--- src/design/apfp_pkg.sv ---
// shared types and constants for the command frame parser
package apfp_pkg;

  localparam int unsigned COUNT_W = 17;
  localparam logic [COUNT_W-1:0] COUNT_MAX = '1;

  localparam logic [COUNT_W-1:0] POS_LEN1 = 17'd4;
  localparam logic [COUNT_W-1:0] POS_XLHI = 17'd5;
  localparam logic [COUNT_W-1:0] POS_XLLO = 17'd6;

  localparam logic [COUNT_W-1:0] LEN_HEADER = 17'd4;
  localparam logic [COUNT_W-1:0] LEN_SHORT_LE = 17'd5;
  localparam logic [COUNT_W-1:0] LEN_EXT_HDR = 17'd7;
  localparam logic [COUNT_W-1:0] ADD_SHORT_LC = 17'd5;
  localparam logic [COUNT_W-1:0] ADD_SHORT_LCLE = 17'd6;
  localparam logic [COUNT_W-1:0] ADD_EXT_LC = 17'd7;
  localparam logic [COUNT_W-1:0] ADD_EXT_LCLE = 17'd9;

  localparam logic [2:0] OFF_NONE = 3'd0;
  localparam logic [2:0] OFF_SHORT = 3'd5;
  localparam logic [2:0] OFF_EXT = 3'd7;

  localparam logic [7:0] BYTE_ZERO = 8'h00;

  typedef enum logic [1:0] {
    ST_OK    = 2'd0,
    ST_SHORT = 2'd1,
    ST_BAD   = 2'd2
  } status_e;

  typedef struct packed {
    logic [7:0] frame_byte;
    logic       last_byte;
  } in_word_t;

  typedef struct packed {
    status_e     parse_status;
    logic [7:0]  class_byte;
    logic [7:0]  instruction;
    logic [7:0]  param_one;
    logic [7:0]  param_two;
    logic [15:0] command_length;
    logic [15:0] expected_length;
    logic        has_expected;
    logic        is_extended;
    logic [2:0]  data_offset;
  } out_word_t;

  typedef struct packed {
    logic [COUNT_W-1:0] byte_count;
    logic [3:0][7:0]    header_store;
    logic [7:0]         first_length_byte;
    logic [15:0]        extended_length_value;
    logic [7:0]         previous_byte;
  } parse_state_t;

endpackage

--- src/design/apfp_if.sv ---
// valid/ready channel interfaces for input bytes and parse results
interface apdu_in_if;
  logic               valid;
  logic               ready;
  apfp_pkg::in_word_t data;

  modport source (output valid, output data, input ready);
  modport sink (input valid, input data, output ready);
endinterface

interface apdu_out_if;
  logic                valid;
  logic                ready;
  apfp_pkg::out_word_t data;

  modport source (output valid, output data, input ready);
  modport sink (input valid, input data, output ready);
endinterface

--- src/design/apfp_classify.sv ---
// state update and frame classification for one byte
module apfp_classify (
  input  apfp_pkg::parse_state_t state_i,
  input  apfp_pkg::in_word_t     word_i,
  output apfp_pkg::parse_state_t state_o,
  output apfp_pkg::out_word_t    result_o
);

  logic [apfp_pkg::COUNT_W-1:0] pos;
  logic [apfp_pkg::COUNT_W-1:0] len;
  logic [apfp_pkg::COUNT_W-1:0] b1;
  logic [apfp_pkg::COUNT_W-1:0] xl;
  logic [7:0]                   b;

  always_comb begin
    pos = state_i.byte_count;
    b = word_i.frame_byte;
    state_o = state_i;
    if (pos < apfp_pkg::LEN_HEADER) begin
      state_o.header_store[pos[1:0]] = b;
    end else if (pos == apfp_pkg::POS_LEN1) begin
      state_o.first_length_byte = b;
    end else if (pos == apfp_pkg::POS_XLHI) begin
      state_o.extended_length_value = {b, apfp_pkg::BYTE_ZERO};
    end else if (pos == apfp_pkg::POS_XLLO) begin
      state_o.extended_length_value = {state_i.extended_length_value[15:8], b};
    end
    state_o.previous_byte = b;
    if (pos != apfp_pkg::COUNT_MAX) begin
      state_o.byte_count = pos + 17'd1;
    end
  end

  always_comb begin
    len = state_o.byte_count;
    b1 = {9'd0, state_o.first_length_byte};
    xl = {1'b0, state_o.extended_length_value};

    result_o = '0;
    result_o.parse_status = apfp_pkg::ST_OK;
    result_o.class_byte = state_o.header_store[0];
    result_o.instruction = state_o.header_store[1];
    result_o.param_one = state_o.header_store[2];
    result_o.param_two = state_o.header_store[3];

    if (len < apfp_pkg::LEN_HEADER) begin
      result_o.parse_status = apfp_pkg::ST_SHORT;
      result_o.class_byte = '0;
      result_o.instruction = '0;
      result_o.param_one = '0;
      result_o.param_two = '0;
    end else if (len == apfp_pkg::LEN_HEADER) begin
      result_o.parse_status = apfp_pkg::ST_OK;
    end else if (len == apfp_pkg::LEN_SHORT_LE) begin
      result_o.expected_length = {8'd0, state_o.first_length_byte};
      result_o.has_expected = 1'b1;
    end else if (state_o.first_length_byte != apfp_pkg::BYTE_ZERO) begin
      if (len == b1 + apfp_pkg::ADD_SHORT_LC) begin
        result_o.command_length = {8'd0, state_o.first_length_byte};
        result_o.data_offset = apfp_pkg::OFF_SHORT;
      end else if (len == b1 + apfp_pkg::ADD_SHORT_LCLE) begin
        result_o.command_length = {8'd0, state_o.first_length_byte};
        result_o.expected_length = {8'd0, b};
        result_o.has_expected = 1'b1;
        result_o.data_offset = apfp_pkg::OFF_SHORT;
      end else begin
        result_o.parse_status = apfp_pkg::ST_BAD;
      end
    end else if (len < apfp_pkg::LEN_EXT_HDR) begin
      result_o.parse_status = apfp_pkg::ST_BAD;
    end else if (len == apfp_pkg::LEN_EXT_HDR) begin
      result_o.expected_length = state_o.extended_length_value;
      result_o.has_expected = 1'b1;
      result_o.is_extended = 1'b1;
    end else if (state_o.extended_length_value == 16'd0) begin
      result_o.parse_status = apfp_pkg::ST_BAD;
    end else if (len == xl + apfp_pkg::ADD_EXT_LC) begin
      result_o.command_length = state_o.extended_length_value;
      result_o.is_extended = 1'b1;
      result_o.data_offset = apfp_pkg::OFF_EXT;
    end else if (len == xl + apfp_pkg::ADD_EXT_LCLE) begin
      result_o.command_length = state_o.extended_length_value;
      result_o.expected_length = {state_i.previous_byte, b};
      result_o.has_expected = 1'b1;
      result_o.is_extended = 1'b1;
      result_o.data_offset = apfp_pkg::OFF_EXT;
    end else begin
      result_o.parse_status = apfp_pkg::ST_BAD;
    end

    if (result_o.parse_status == apfp_pkg::ST_BAD) begin
      result_o.command_length = '0;
      result_o.expected_length = '0;
      result_o.has_expected = 1'b0;
      result_o.is_extended = 1'b0;
      result_o.data_offset = apfp_pkg::OFF_NONE;
    end
  end

endmodule

--- src/design/apdu_frame_parser.sv ---
// top level of the command frame parser
//
// in_i carries one frame byte per word with a last-byte flag; out_o carries
// one result word per frame, produced on the last byte. Both are valid/ready
// channels, a word moves on a rising edge with valid and ready high.
// A byte word is captured in an input register; when it leaves that register
// the classifier updates the frame state and, on a last byte, writes the result
// register.
// Throughput is one byte per cycle while no last byte waits on a stalled result,
// set by the single classify step between the input and result registers; a new
// frame may start right after a last byte with no gap.
// Reset clears the byte count, header and length registers and both valid
// flags. When the receiver stalls, the result is held; non-last bytes keep
// flowing through the state, and a last byte waits in the input register
// until the result register frees, which then backs up in_i.ready.
module apdu_frame_parser (
  input  logic               clk_i,
  input  logic               rst_ni,
  apdu_in_if.sink            in_i,
  apdu_out_if.source         out_o
);

  logic                   s1_valid_q;
  apfp_pkg::in_word_t     s1_word_q;
  logic                   out_valid_q;
  logic                   out_valid_d;
  apfp_pkg::out_word_t    out_word_q;
  apfp_pkg::parse_state_t state_q;
  apfp_pkg::parse_state_t state_d;
  apfp_pkg::parse_state_t state_upd;
  apfp_pkg::out_word_t    result;
  logic                   out_free;
  logic                   s1_fire;
  logic                   in_fire;

  apfp_classify u_classify (
    .state_i  (state_q),
    .word_i   (s1_word_q),
    .state_o  (state_upd),
    .result_o (result)
  );

  assign out_free = !out_valid_q || out_o.ready;
  assign s1_fire = s1_valid_q && (!s1_word_q.last_byte || out_free);
  assign in_i.ready = !s1_valid_q || s1_fire;
  assign in_fire = in_i.valid && in_i.ready;

  assign out_o.valid = out_valid_q;
  assign out_o.data = out_word_q;

  always_comb begin
    state_d = state_q;
    if (s1_fire) begin
      state_d = s1_word_q.last_byte ? '0 : state_upd;
    end
  end

  always_comb begin
    out_valid_d = out_valid_q;
    if (s1_fire && s1_word_q.last_byte) begin
      out_valid_d = 1'b1;
    end else if (out_o.ready) begin
      out_valid_d = 1'b0;
    end
  end

  always_ff @(posedge clk_i or negedge rst_ni) begin
    if (!rst_ni) begin
      s1_valid_q <= 1'b0;
      out_valid_q <= 1'b0;
      state_q <= '0;
    end else begin
      if (in_fire) begin
        s1_valid_q <= 1'b1;
      end else if (s1_fire) begin
        s1_valid_q <= 1'b0;
      end
      out_valid_q <= out_valid_d;
      state_q <= state_d;
    end
  end

  always_ff @(posedge clk_i) begin
    if (in_fire) begin
      s1_word_q <= in_i.data;
    end
    if (s1_fire && s1_word_q.last_byte) begin
      out_word_q <= result;
    end
  end

endmodule

--- src/flat_wrapper.sv ---
// flat-port wrapper written by rule: the top's interface ports become plain ports
module apdu_frame_parser_flat 
  (clk_i, rst_ni, in_i_valid, in_i_data, in_i_ready, out_o_valid, out_o_data, out_o_ready);
  apdu_in_if in_i_i ();
  apdu_out_if out_o_i ();
  input  logic clk_i;
  input  logic rst_ni;
  input wire logic [$bits(in_i_i.valid)-1:0] in_i_valid;
  input wire logic [$bits(in_i_i.data)-1:0] in_i_data;
  output wire logic [$bits(in_i_i.ready)-1:0] in_i_ready;
  output wire logic [$bits(out_o_i.valid)-1:0] out_o_valid;
  output wire logic [$bits(out_o_i.data)-1:0] out_o_data;
  input wire logic [$bits(out_o_i.ready)-1:0] out_o_ready;
  assign in_i_i.valid = in_i_valid;
  assign in_i_i.data = in_i_data;
  assign in_i_ready = in_i_i.ready;
  assign out_o_valid = out_o_i.valid;
  assign out_o_data = out_o_i.data;
  assign out_o_i.ready = out_o_ready;
  apdu_frame_parser u_core (.clk_i(clk_i), .rst_ni(rst_ni), .in_i(in_i_i), .out_o(out_o_i));
endmodule
--- config.mk ---
export PLATFORM = sky130hd
export DESIGN_NAME = apdu_frame_parser_flat
export DESIGN_NICKNAME = d
export VERILOG_FILES = /design/src/design/apfp_pkg.sv /design/src/design/apfp_if.sv /design/src/design/apfp_classify.sv /design/src/design/apdu_frame_parser.sv /design/src/flat_wrapper.sv
export SDC_FILE = /design/constraint.sdc
export NUM_CORES = 1
export LEC_CHECK = 0
export ABC_AREA = 1
export BUFFER_PORTS_ARGS = -buffer_cell sky130_fd_sc_hd__buf_2
export CAP_MARGIN = 30
export CORE_MARGIN = 4
export CORE_UTILIZATION = 61
export CTS_CLUSTER_DIAMETER = 50
export DETAILED_ROUTE_END_ITERATION = 16
export PLACE_DENSITY = 0.83
export SLEW_MARGIN = 10
export SYNTH_ARGS = -nofsm -noshare
export SYNTH_HDL_FRONTEND = slang
export SYNTH_SLANG_ARGS = --single-unit
--- constraint.sdc ---
create_clock -name clk_i -period 4.1 [get_ports clk_i]
set_clock_uncertainty 0.15 [all_clocks]
set_input_delay 0.615 -clock clk_i [delete_from_list [all_inputs] [get_ports clk_i]]
set_output_delay 0.615 -clock clk_i [all_outputs]
set_load 0.005 [all_outputs]
After elaboration in Yosys (flattened, before gate mapping):

Index checks and enable logic that the tools add are counted.

* input bits: 13
* bits in registers: 163
* output and inout bits: 73

* multiplexer cells: 48
* eq/ne operators: 12
* $add $sub $neg: 5
* reduce and logical (&&, ||, !) cells: 17
* order comparisons: 5

Operators with widths (number)
* $mux W37: 8
* $eq A17 B3 Y1 const B: 6
* $mux W81: 1
* $mux W16: 5
* $lt A17 B3 Y1 const B: 3
* $mux W17: 3
* $eq A17 B17 Y1: 2
* $eq A17 B9 Y1: 2
* $mux W33: 1
* $bwmux W32: 1
* $mux W32: 1
* $mux W25: 1
* $mux W24: 1
* $mux W8: 3
* $mux W2: 11
* $add A8 B3 Y9 const B: 2
* $mux W18: 1
* $add A16 B3 Y17 const B: 1
* $add A16 B4 Y17 const B: 1
* $add A17 B1 Y17 const B: 1
* $ne A17 B17 Y1 const B: 1
* $demux W8 S2: 1
* $logic_not A16 Y1: 1
* $mux W3: 4
* 14 further kinds: 25

Longest topological paths before layout:

Gate-level depths: netlist of run 1.

* word-level depth: 19
* mapped depth: 29
* gate-level depth less buffers: 29

Modules after synthesis:

Synthesis of run 1 repeated with hierarchy kept, for this count alone.

* cells, all modules: 1393
* area total of the unflattened synthesis: 10512.6 sq um

By module, submodules not included
* apdu_frame_parser: sequential area each 4479.3 sq um, instances 1, cells each 435, area each 5574.1 sq um
* apfp_classify: sequential area each 0.0 sq um, instances 1, cells each 958, area each 4938.5 sq um

Least setup slack after synthesis of run 1:

No wires, ideal clock.

* path kind: flip-flop to flip-flop
* start point: register u_core.state_q[64] in the netlist's numbering
* end point: register u_core.out_word_q (netlist bit u_core.out_o.data[10]) (data pin)
* buffers on the path: 0
* library setup time: 255 ps
* cell stages (with the launch flop): 28
* data required time: 3695 ps
* arrival time: 3043 ps
* path slack: 651 ps
* period minus slack after synthesis: 3449 ps
* cell sequence: dfrtp_1 inv_1 ha_1 inv_1 nor2_1 nand2_2 nor2_8 nand4_4 nand2_1 nand2_2 inv_2 ha_1 nand3_1 nand2_1 nand3_2 inv_1 nand2_1 xor2_1 inv_1 nor2_1 nand2_1 inv_2 nand2_1 nand3_2 nand2_4 nand2_4 nand2_4 nor2_2

* longest elaborated chain between the ends: 19
* elaborated cells between the ends (all ways): 54
* those cells by class: add/sub: 5; order compare: 3; eq/ne: 12; mux: 31; reduce/logical: 3

RTL lines
* from (decl): line apdu_frame_parser.sv:28 `apfp_pkg::parse_state_t state_q;`
* from (signal assigned): line apdu_frame_parser.sv:79 `state_q <= state_d;`
* branches (longest 19 deep; another with $lt A17 B3 Y1)
* to (signal assigned): line apdu_frame_parser.sv:88 `out_word_q <= result;`
* to (decl): line apdu_frame_parser.sv:27 `apfp_pkg::out_word_t out_word_q;`

Several ways; the timed one is not identified. The select of a mux whose other input is x is not followed.
A chain may end at the register's enable or synchronous reset.

Worst setup path after layout of run 1:

* start point: register u_core.state_q[65] in the netlist's numbering
* end point: register u_core.out_word_q (netlist bit u_core.out_o.data[8]) (data pin)

Same word-level chain as after synthesis.

==> flow_summary.yaml, run 1 <==
run_status:
  outcome: "complete, no violations"
timing:
  holdWs_ns: 0.105
  finalSetupViolCount: 0
  finalSetupTns_ns: 0
  fin_crit_ns: 3.90
  max_clock_freq_mhz: 256
  slew_violations: 0
  worstMarginPinSlew_ns: 0.913
  hold_viol: 0
  slew_headroom_pct: 38.9
  period_share_pct: 95.2
job:
  cap_violations: 0
detailed_routing:
  postRouteAntennaNets: 0
  drt_iter0_markers: 1410
  route.detailed.wl_per_inst_um: 17.7
  viasPerCell: 5.82
  dr_total_vias: 9274
  first_pass_iters: 6
  drc: 0
  wl_um: 28200
layout:
  final_cell_area_um2: 11500
  final_common_cell: "nand2_1"
  finish.utilization_pct: 71.6
  drive_above_1_share_pct: 23.3
  fillCellCount: 1254
  finalNetCount: 1386
  mostFrequentLayoutCells: "nand2_1 (336), inv_1 (144), o21ai_0 (101)"
  area_growth_pct: 14.3
  post_layout_nonfiller_instances: 1593
  antennaDiodeCount: 0
power:
  max-vdd-ir-drop_v: 0.000342
  powerDensity_nw_per_um2: 437
  power_leakage_uw: 0.00558
grt:
  track_usage_pct: 30.8
  grt_max_degree: 72
  grt_overflow: 0
  grt_pass1_vias: 8491
  grt_pass1_wl_um: 44500
  antenna_found_initial: 0
synth:
  syn_area_um2: 10000
  ys.flop_type: "dfrtp_1"
  synth_fp_nets: 1286
  yosys_register_bits: 162
  synth.distinct_cells: 45
  ys_seq_area_share_pct: 44.4
  synth_edf_count: 79
  yosys_warnings: 0
  ys_async_sr_fraction_pct: 51.2
  syn_avg_cell_area_um2: 7.93
  synthCells: 1264
cts:
  root_buffer: "clkbuf_16"
  worst_skew_pair.late_latency_ns: 0.44
  cts.clk_slew.worst_paths_ns: 0.07
  clock_path_buffers: 2
  cts_inserted_buffers: 17
  tritoncts: "yes"
  postCtsHoldBufs: 0
  ctsHtreeMaxLevel: 4
  cts.sinks: 162
setup_path:
  crit_top_cell: "nand2_1"
  cp_max_fo: 17
  worstReg2RegStart: "u_core.state_q[65]"
  worstSetupPathType: "reg -> reg"
  critPathMaxStageDelay_ns: 0.44
  cp-start-kind: "flip-flop"
  cp_slowest_cell: "dfrtp_1"
  path_cells: "ha_1, inv_1, nor2_2, nand2_2, nor2_4, nand2_4, nand2_2, inv_2, xor2_2, nand2_1, o21ai_0, nand2_1, nor2_1, nand3_1, nor2_1, nand3_1, nand2_4, nand2_4, nand3_1, nand2_1, nand2_1, nor2_2"
  cp.arrival_ns: 3.94
  required_ns: 4.14
  startpoint: "u_core.state_q[65]"
  critPathCaptureType: "flip-flop"
placement:
  placed_cell_area_um2: 10700
  placed_cells: 1549
  port_buffers: 85
  hpwl_um: 20100
  place_congestion: 1.02
die:
  io_pins: 86
  die_area_um2: 18500
  initial_core_util_pct: 62.6
  core_area_um2: 16000
  die_h_um: 136
  row_count: 46
  die_w_um: 136
worst_hold_path:
  hold_class: "in -> async"
## metal layers
layer  part of all wire [%]  wire length (um)  vias to the layer above  track usage, %
li1                       -                 -                     4292               -
met1                     39             11000                     4286            40.4
met2                     47             13200                      587            49.9
met3                     11              2960                      109            6.62
met4                    3.9              1100                        0            12.8
met5                      0                 0                        -               0
## layout make-up
class	instances	area, um^2	area share (%)
well taps	216	270	2.36
inverters	172	646	5.64
clock buffers	18	439	3.83
repair buffers	118	679	5.93
clock inverters	14	184	1.61
multi-input cells	893	4780	41.8
flip-flops and latches	162	4450	38.9
## state kept, by name, indices dropped and copies added (netlist names)
name                count
u_core.s1_valid_q       1
u_core.state_q         81
u_core.out_o.data      70
u_core.s1_word_q        9
u_core.out_o.valid      1
## Yosys cell counts (5+ instances only)
library cell	instances	area [um^2]
dfrtp_1	83	2080
or2_2	32	200
nand2_1	340	1280
a21oi_1	14	70.1
nand2_2	26	163
o22ai_1	41	257
nand3_2	5	50.1
o21ai_2	8	70.1
ha_1	9	113
nor2_1	95	357
nor3_1	5	25.0
inv_1	146	548
nand3_1	72	360
inv_2	23	86.3
nand2_4	12	135
nor2_4	10	113
edfxtp_1	79	2370
o21ai_1	6	30.0
nand4_1	25	156
clkbuf_1	28	105
buf_6	6	67.6
o21ai_0	102	510
nor2_2	25	156
xor2_1	37	324
## repair_timing
| action | 4_1_cts | 5_1_grt |
|---|---|---|
| resized for setup | 0 | 16 |
| setup endpoints to repair | 0 | 37 |
| buffers inserted | 0 | 9 |
## per-stage QoR
stage / total power, uW / worst slack, ns
final: 5000 / 0.198
after CTS: 4930 / 0.0477
after floorplan: 2910 / 0.651
after global placement: 3210 / 0.129
after global routing: 5240 / -0.00482
after detailed placement: 3260 / 0.0590
## path summary, 6_finish.rpt
kind	cells after the start	slack, ns	to
worst min-delay path	1	0.10	u_core.state_q[79]
worst max-delay path	22	0.20	u_core.out_o.data[8]
worst min register to register	2	0.34	u_core.state_q[43]
min in group clk_i	1	0.20	u_core.s1_word_q[0]
worst max register to register	22	0.20	u_core.out_o.data[8]
max in group asynchronous	2	2.80	u_core.state_q[2]
## cell families after synthesis
kind of cell             after synthesis  synth area share [%]
AND/OR/NAND/NOR                      663                  32.0
buffers and inverters                210                  8.52
AO/OA/AOI/OAI                        178                  10.2
flip-flops                           162                  44.4
XOR/XNOR                              42                  3.75
adder cells (fa/ha/maj)                9                  1.12
## power by group
| group | internal (uW) | leakage, uW | total [uW] | switching [uW] |
|---|---|---|---|---|
| Combinational | 435 | 0.00338 | 1330 | 899 |
| Clock | 945 | 0.000304 | 1680 | 736 |
| Sequential | 1900 | 0.00189 | 1980 | 88.7 |
## worst max-delay path, delay by kind of cell (launching register included)
| kind | cells | cell delay [ns] |
|---|---|---|
| xor+xnor | 1 | 0.29 |
| fa+ha+maj | 1 | 0.31 |
| buf+inv | 2 | 0.26 |
| compound gates | 1 | 0.09 |
| flops | 1 | 0.44 |
| simple gates | 17 | 2.11 |
Note: power is estimated with default switching activity, not from simulation.
==> run 2: changes to the inputs <==
--- a/config.mk
+++ b/config.mk
@@ -9,10 +9,10 @@
 export BUFFER_PORTS_ARGS = -buffer_cell sky130_fd_sc_hd__buf_2
 export CAP_MARGIN = 30
 export CORE_MARGIN = 4
-export CORE_UTILIZATION = 61
+export CORE_UTILIZATION = 40
 export CTS_CLUSTER_DIAMETER = 50
 export DETAILED_ROUTE_END_ITERATION = 16
-export PLACE_DENSITY = 0.83
+export PLACE_DENSITY = 0.59
 export SLEW_MARGIN = 10
 export SYNTH_ARGS = -nofsm -noshare
 export SYNTH_HDL_FRONTEND = slang
==> flow_summary.yaml, run 2 (synthesis gave the netlist of run 1 again) <==
run_status:
  outcome: "finished, violations left"
  violations: "hold timing"
timing:
  slew_headroom_pct: 39.4
  max_clock_freq_mhz: 258
  rsz0062_at_grt: "false"
  slew_violations: 0
  hold_viol: 11
  finalSetupViolCount: 0
  finalSetupTns_ns: 0
  period_share_pct: 94.5
  fin_crit_ns: 3.88
  worstMarginPinSlew_ns: 0.905
  holdWs_ns: -0.00598
detailed_routing:
  drt_iter0_markers: 857
  first_pass_iters: 6
  viasPerCell: 5.19
  drc: 0
  dr_total_vias: 8847
  route.detailed.wl_per_inst_um: 17.4
  postRouteAntennaNets: 0
  wl_um: 29600
placement:
  placed_cell_area_um2: 10900
  place_congestion: 0.985
  hpwl_um: 21700
  port_buffers: 85
layout:
  largest_reg_flops: 81
  antennaDiodeCount: 0
  mostFrequentLayoutCells: "nand2_1 (336), inv_1 (144), o21ai_0 (100)"
  area_growth_pct: 16.2
  fillCellCount: 2368
  top_register: "u_core.state_q"
  finalNetCount: 1388
  final_cell_area_um2: 11600
  final_common_cell: "nand2_1"
  drive_above_1_share_pct: 23.3
die:
  io_pins: 86
  die_w_um: 166
  initial_core_util_pct: 41.0
  die_area_um2: 27600
  core_area_um2: 24500
  die_h_um: 166
  row_count: 57
setup_path:
  cp_max_fo: 17
  rr_worst_depth: 16
  worstSetupPathType: "reg -> reg"
  critPathCaptureType: "flip-flop"
  critPathMaxStageDelay_ns: 0.47
  cp.arrival_ns: 3.90
  rr_endpoint: "u_core.out_o.data[24]"
  required_ns: 4.12
  crit_top_cell: "nor2_4"
  r2r_setup_slack_ns: 0.22
  cp-start-kind: "flip-flop"
  startpoint: "u_core.state_q[64]"
  path_cells: "buf_4, ha_1, inv_1, nor2_4, nand2_2, nor2_4, nand2_4, nand2_1, nor4_2, nand4_1, nor2_2, inv_2, o21ai_0, nor2_1, nand4_2, o22ai_1"
  cp_slowest_cell: "nor4_2"
  worstReg2RegStart: "u_core.state_q[64]"
job:
  cap_violations: 0
grt:
  grt_pass1_vias: 8261
  grt_pass1_wl_um: 46900
  grt_overflow: 0
  grt_max_degree: 72
  antenna_found_initial: 0
  track_usage_pct: 21.3
power:
  power_leakage_uw: 0.00560
  max-vdd-ir-drop_v: 0.000255
  powerDensity_nw_per_um2: 425
  finalPower_uw: 4950
cts:
  cts_inserted_buffers: 17
  tritoncts: "yes"
  postCtsHoldBufs: 0
  ctsHtreeMaxLevel: 4
  worst_skew_pair.late_latency_ns: 0.43
  root_buffer: "clkbuf_16"
  cts.sinks: 162
  clock_path_buffers: 2
  cts.clk_slew.worst_paths_ns: 0.07
worst_hold_path:
  hold_class: "in -> async"
[run 2: report_power, final]
part	switching, uW	total [uW]	internal, uW
Sequential	77.1	1970	1890
Combinational	906	1350	446
Clock	795	1620	828
Total	1780	4950	3170
[run 2: layout make-up]
| cell class | instances | area (um^2) | share of cell area [%] |
|---|---|---|---|
| flip-flops and latches | 162 | 4450 | 38.2 |
| well taps | 324 | 405 | 3.48 |
| multi-input cells | 892 | 4790 | 41.1 |
| repair buffers | 121 | 752 | 6.46 |
| clock buffers | 17 | 425 | 3.65 |
| inverters | 172 | 646 | 5.54 |
| clock inverters | 15 | 180 | 1.55 |
[run 2: per-stage QoR]
stage | hold WS [ns] | util, % | setup slack, ns | cells
6_report | -0.00598 | 47.6 | 0.224 | 1703
2_1_floorplan | 0.169 | - | 0.651 | 1264
3_3_place_gp | 0.313 | 44.5 | 0.00215 | 1664
3_5_place_dp | 0.319 | 44.6 | 0.0137 | 1665
4_1_cts | 0.00610 | 47.1 | 0.0683 | 1697
5_1_grt | 0.0277 | 47.6 | 0.00289 | 1703
[run 2: how the worst max path moves through the flow]
| stage | to | cells past startpoint | slack (ns) |
|---|---|---|---|
| after detailed placement | u_core.out_o.data[13] | 25 | 0.01 |
| after floorplan | u_core.out_o.data[10] | 27 | 0.65 |
| after global routing | u_core.out_o.data[24] | 24 | 0.003 |
| after CTS | u_core.out_o.data[13] | 25 | 0.07 |
| final | u_core.out_o.data[24] | 16 | 0.22 |
| after global placement | u_core.out_o.data[13] | 25 | 0.002 |
[run 2: metal layers]
metal / vias up / global-route usage, % / part of all wire, %
met1: 4188 / 29.7 / 45
met2: 320 / 35.1 / 47
li1: 4299 / - / -
met5: - / 0 / 0
met4: 0 / 5.87 / 2.0
met3: 40 / 2.67 / 5.6
[run 2: repair_timing]
| item | 4_1_cts | 5_1_grt |
|---|---|---|
| endpoints found under the setup margin | 1 | 34 |
| resized for setup | 1 | 15 |
| buffers inserted | 0 | 5 |
| pin swaps | 0 | 2 |
[run 2: worst max-delay path: cells and delay by family (launching register included)]
kind,cells,cell delay [ns]
and+or+nand+nor,10,2.04
DFF,1,0.39
buffers and inverters,3,0.38
AOI/OAI and AO/OA,2,0.37
adders and majority gates,1,0.26
